[src/rtl/ttw_pkg.sv]
package ttw_pkg;

    // Default grid size.
    localparam int COLUMNS_DEFAULT = 80;
    localparam int ROWS_DEFAULT    = 25;

    // Field widths of the request and response items.
    localparam int KIND_W     = 2;
    localparam int CODE_W     = 8;
    localparam int COLOR_W    = 8;
    localparam int INDEX_W    = 11;
    localparam int CELL_W     = 16;
    localparam int ROW_OUT_W  = 5;
    localparam int COL_OUT_W  = 7;

    // Character and color codes.
    localparam logic [CODE_W-1:0]  NEWLINE_CODE = 8'd10;
    localparam logic [CODE_W-1:0]  SPACE_CODE   = 8'h20;
    localparam logic [COLOR_W-1:0] RESET_COLOR  = 8'h07;

    // Request kinds.
    typedef enum logic [KIND_W-1:0] {
        KIND_WRITE     = 2'd0,
        KIND_RAINBOW   = 2'd1,
        KIND_SET_COLOR = 2'd2,
        KIND_READ      = 2'd3
    } kind_t;

    // A classified request, as it waits in the queue between front and back.
    typedef struct packed {
        kind_t               kind;
        logic                newline;
        logic [CODE_W-1:0]   char_code;
        logic [COLOR_W-1:0]  new_color;
        logic [INDEX_W-1:0]  cell_index;
    } op_t;

    // Status of the back end as seen by the front end.
    typedef struct packed {
        logic clearing;
    } back_status_t;

    // Back end sequencer states.
    typedef enum logic [2:0] {
        ST_INIT,
        ST_IDLE,
        ST_READ_WAIT,
        ST_SCROLL,
        ST_CLEAR
    } back_state_t;

endpackage

[src/rtl/ttw_req_if.sv]
interface ttw_req_if;
    import ttw_pkg::*;

    logic               valid;
    logic               ready;
    logic [KIND_W-1:0]  kind;
    logic [CODE_W-1:0]  char_code;
    logic [COLOR_W-1:0] new_color;
    logic [INDEX_W-1:0] cell_index;

    modport source (output valid, kind, char_code, new_color, cell_index, input ready);
    modport sink (input valid, kind, char_code, new_color, cell_index, output ready);

endinterface

[src/rtl/ttw_front.sv]
module ttw_front (
    input  logic                  clk,
    input  logic                  rst_n,
    ttw_req_if.sink               req,
    input  ttw_pkg::back_status_t status,
    output logic                  op_valid,
    output ttw_pkg::op_t          op,
    input  logic                  op_pop
);
    import ttw_pkg::*;

    localparam int QUEUE_DEPTH = 2;
    localparam int PTR_W       = $clog2(QUEUE_DEPTH);
    localparam int CNT_W       = $clog2(QUEUE_DEPTH + 1);
    localparam logic [PTR_W-1:0] LAST_PTR = PTR_W'(QUEUE_DEPTH - 1);

    op_t              queue_reg [QUEUE_DEPTH];
    logic [PTR_W-1:0] wr_ptr_reg, wr_ptr_next;
    logic [PTR_W-1:0] rd_ptr_reg, rd_ptr_next;
    logic [CNT_W-1:0] count_reg, count_next;
    op_t              op_in;
    logic             push;
    logic             pop;

    // Accept while the queue has room and the screen clear after reset is done.
    assign req.ready = (count_reg != CNT_W'(QUEUE_DEPTH)) && !status.clearing;
    assign push      = req.valid && req.ready;
    assign op_valid  = (count_reg != '0);
    assign pop       = op_pop && op_valid;
    assign op        = queue_reg[rd_ptr_reg];

    // Classify the incoming item.
    always_comb
    begin
        op_in.kind       = kind_t'(req.kind);
        op_in.newline    = (req.char_code == NEWLINE_CODE);
        op_in.char_code  = req.char_code;
        op_in.new_color  = req.new_color;
        op_in.cell_index = req.cell_index;
    end

    // Queue pointers and fill count.
    always_comb
    begin
        wr_ptr_next = wr_ptr_reg;
        rd_ptr_next = rd_ptr_reg;
        if (push)
        begin
            wr_ptr_next = (wr_ptr_reg == LAST_PTR) ? '0 : wr_ptr_reg + 1'b1;
        end
        if (pop)
        begin
            rd_ptr_next = (rd_ptr_reg == LAST_PTR) ? '0 : rd_ptr_reg + 1'b1;
        end
        count_next = count_reg + CNT_W'(push) - CNT_W'(pop);
    end

    // Queue storage.
    always_ff @(posedge clk)
    begin
        if (push)
        begin
            queue_reg[wr_ptr_reg] <= op_in;
        end
    end

    // Queue control.
    always_ff @(posedge clk or negedge rst_n)
    begin
        if (!rst_n)
        begin
            wr_ptr_reg <= '0;
            rd_ptr_reg <= '0;
            count_reg  <= '0;
        end
        else
        begin
            wr_ptr_reg <= wr_ptr_next;
            rd_ptr_reg <= rd_ptr_next;
            count_reg  <= count_next;
        end
    end

endmodule

[src/flat_wrapper.sv]
// flat-port wrapper written by rule: the top's interface ports become plain ports
module ttw_front_flat import ttw_pkg::*;
  (clk, rst_n, status, op_valid, op, op_pop, req_valid, req_kind, req_char_code, req_new_color, req_cell_index, req_ready);
  ttw_req_if req_i ();
  input  logic clk;
  input  logic rst_n;
  input  ttw_pkg::back_status_t status;
  output logic op_valid;
  output ttw_pkg::op_t op;
  input  logic op_pop;
  input wire logic [$bits(req_i.valid)-1:0] req_valid;
  input wire logic [$bits(req_i.kind)-1:0] req_kind;
  input wire logic [$bits(req_i.char_code)-1:0] req_char_code;
  input wire logic [$bits(req_i.new_color)-1:0] req_new_color;
  input wire logic [$bits(req_i.cell_index)-1:0] req_cell_index;
  output wire logic [$bits(req_i.ready)-1:0] req_ready;
  assign req_i.valid = req_valid;
  assign req_i.kind = req_kind;
  assign req_i.char_code = req_char_code;
  assign req_i.new_color = req_new_color;
  assign req_i.cell_index = req_cell_index;
  assign req_ready = req_i.ready;
  ttw_front u_core (.clk(clk), .rst_n(rst_n), .req(req_i), .status(status), .op_valid(op_valid), .op(op), .op_pop(op_pop));
endmodule
[config.mk]
export PLATFORM = sky130hd
export DESIGN_NAME = ttw_front_flat
export DESIGN_NICKNAME = d
export VERILOG_FILES = /design/src/rtl/ttw_pkg.sv /design/src/rtl/ttw_req_if.sv /design/src/rtl/ttw_front.sv /design/src/flat_wrapper.sv
export SDC_FILE = /design/constraint.sdc
export NUM_CORES = 1
export LEC_CHECK = 0
export ABC_AREA = 1
export BUFFER_PORTS_ARGS = -buffer_cell sky130_fd_sc_hd__buf_2
export CAP_MARGIN = 20
export CELL_PAD_IN_SITES_DETAIL_PLACEMENT = 0
export CELL_PAD_IN_SITES_GLOBAL_PLACEMENT = 1
export CORE_ASPECT_RATIO = 0.8
export CORE_MARGIN = 5
export CORE_UTILIZATION = 40
export CTS_CLUSTER_SIZE = 16
export DETAILED_ROUTE_END_ITERATION = 16
export PLACE_DENSITY = 0.8
export SLEW_MARGIN = 10
export SYNTH_ARGS = -nofsm -noshare
export SYNTH_HDL_FRONTEND = slang
export SYNTH_SLANG_ARGS = --single-unit
[constraint.sdc]
create_clock -name clk -period 2.5 [get_ports clk]
set_clock_uncertainty 0.05 [all_clocks]
set_input_delay 0.75 -clock clk [delete_from_list [all_inputs] [get_ports clk]]
set_output_delay 0.75 -clock clk [all_outputs]
set_load 0.01 [all_outputs]
==> flow_summary.toml <==
[route]
dr.pass1.iters = 4
drc = 0
avgRoutedWirePerCell_um = 12.6
vias_per_cell = 4.36
num_vias = 1555
drt_wl_total_um = 4500
antenna_left = 0
initialDrtViolationCount = 46

[die]
die_w_um = 97.2
dieArea_um2 = 7760
ioPinCount = 66
die_h_um = 79.8
rows = 25
core_area_um2 = 5910
start_util_pct = 41.2

[setup_path]
rrSetupSlack_ps = 1010
reg2reg_depth = 10
crit_required_ps = 1700
critPathKind = "flip-flop to output port"
crit_path_start_kind = "flip-flop"
crit_end = "op[22]"
critPathArrivalTime_ps = 1460
rr_startpoint = "u_core.count_reg[1]"
endpoint_kind = "output port"
startpoint = "u_core.rd_ptr_reg"
timing.rr.end = "u_core.count_reg[1]"
cp_max_fo = 31

[clock_network]
path_clk_slew_ps = 60
insertion_delay_ps = 320
clockBufferDepth = 2
htree_num_levels = 3
post_cts_buffers = 0
cts_tree = "built"
cts_made_buffers = 9
cts-resized-gates = 0
cts_sinks = 64
clock-root-buffer = "clkbuf_8"
cts_hold_buf = 0

[layout]
antenna_cells = 0
area_delta_synth_final_pct = 24.3
drive_above_1_share_pct = 30.1
largest_reg_flops = 60
layout.nets = 307
fin_area_um2 = 3030
post-route-util_pct = 51.2

[logic_synthesis]
ys.warnings.count = 0
synth_edf_count = 60
synth_most_common_cell = "nand2_1"
synth_top_area_share_pct = 74.0
syn_area_per_cell_um2 = 12.4
synthCells = 197
yosysSeqAreaShare_pct = 78.1
synth_largest_area_cell = "edfxtp_1"
synth_area_um2 = 2430
synth_area_leaders = "edfxtp_1 (74%), nand2_1 (16%), dfrtp_1 (4.1%)"
synth_cell_type_count = 11
synth_flop_cell = "edfxtp_1"
synthesis.nets = 233
synth_common_cells = "nand2_1 (103), edfxtp_1 (60), inv_1 (10)"
synth-seq-cells = 64
synthArstFlopShare_pct = 6.25

[power]
ir_worst_vdd_mv = 0.478
leakage_nw = 1.35
power_mw = 3.06
power_density_nw_per_um2 = 1010

[grt]
grt_usage_pct = 12.4
grt_pass1_vias = 1550
grt.overflow.total = 0
grt_antenna_before_repair = 0
grt_max_degree = 32
grt_pass1_wl_um = 7200

[sta]
relSlewSlack_pct = 63.7
finalSetupViolations = 0
finalHoldViolCount = 0
fmax_mhz = 443
post-route-min-period_ps = 2260
fin_crit_sh_pct = 90.2
slew_viol_final = 0
worstMarginPinSlew_ps = 544
rsz0062_at_grt = "no"
timing.setup.tns_ps = 0
worst_hold_slack_ps = 177

[placement]
gp_congestion = 0.750
port_buffers = 65
postPlaceCellArea_um2 = 2870
hpwl_um = 3010

[outcome]
status = "finished, final reports clean"

[job]
cap_violations = 0

[worst_hold_path]
min_path_type = "input pin to async pin"
layout by cell type, fill, tap and decap left out, drive strengths merged:
master / n
edfxtp: 60
ha: 2
dfrtp: 4
a21oi: 1
buf: 69
nand2: 103
nand3: 4
inv: 11
nor2: 5
clkinvlp: 1
clkinv: 3
nand4: 1
clkbuf: 12
worst max-delay path: stages (launching register included):
cell	delay, ps
dfrtp_1	380
inv_2	410
nand2_1	100
nand2_1	110
buf_2	130
metal layers:
metal  global-route usage, %  wire [um]
met2                    20.1       2170
met5                       0          0
met1                    13.8       1930
met4                    3.32          7
met3                    7.60        402
power by group:
part           internal (mW)  leakage (nW)  switching (mW)
logic                  0.331         0.673           0.640
registers               1.34         0.596          0.0438
clock network          0.353        0.0778           0.348
total                   2.03          1.35            1.03
through the flow:
| stage | instances | setup slack [ps] |
|---|---|---|
| 2_1_floorplan | 197 | 324 |
| 3_3_place_gp | 341 | 587 |
| 3_5_place_dp | 341 | 557 |
| 6_report | 357 | 245 |
| 5_1_grt | 357 | 67.4 |
| 4_1_cts | 357 | 192 |
worst min path at each step:
stage                            startpoint                  end  slack, ps  depth (start not counted)
after floorplan           u_core.wr_ptr_reg    u_core.wr_ptr_reg        390                          2
after global placement    u_core.wr_ptr_reg    u_core.wr_ptr_reg        400                          2
after detailed placement  u_core.wr_ptr_reg    u_core.wr_ptr_reg        420                          2
after CTS                             rst_n  u_core.count_reg[0]        160                          1
after global routing                  rst_n    u_core.wr_ptr_reg        160                          1
final                                 rst_n  u_core.count_reg[0]        180                          1
kinds of logic (layout without fill, tap and decap cells):
logic type / Yosys count / count (layout) / share of synthesized area (%)
adder cells (fa/ha/maj): 2 / 2 / 1.03
AND/OR/NAND/NOR: 113 / 113 / 17.7
buffers and inverters: 17 / 96 / 2.93
AO/OA/AOI/OAI: 1 / 1 / 0.205
flip-flops: 64 / 64 / 78.1
layout make-up:
cell class	count	area (um^2)
fillers	529	2890
flip-flops and latches	64	1900
multi-input cells	116	469
repair buffers	69	355
clock buffers	12	135
well taps	81	101
inverters	11	41.3
clock inverters	4	21.3
(Power assumes the default switching activity.)
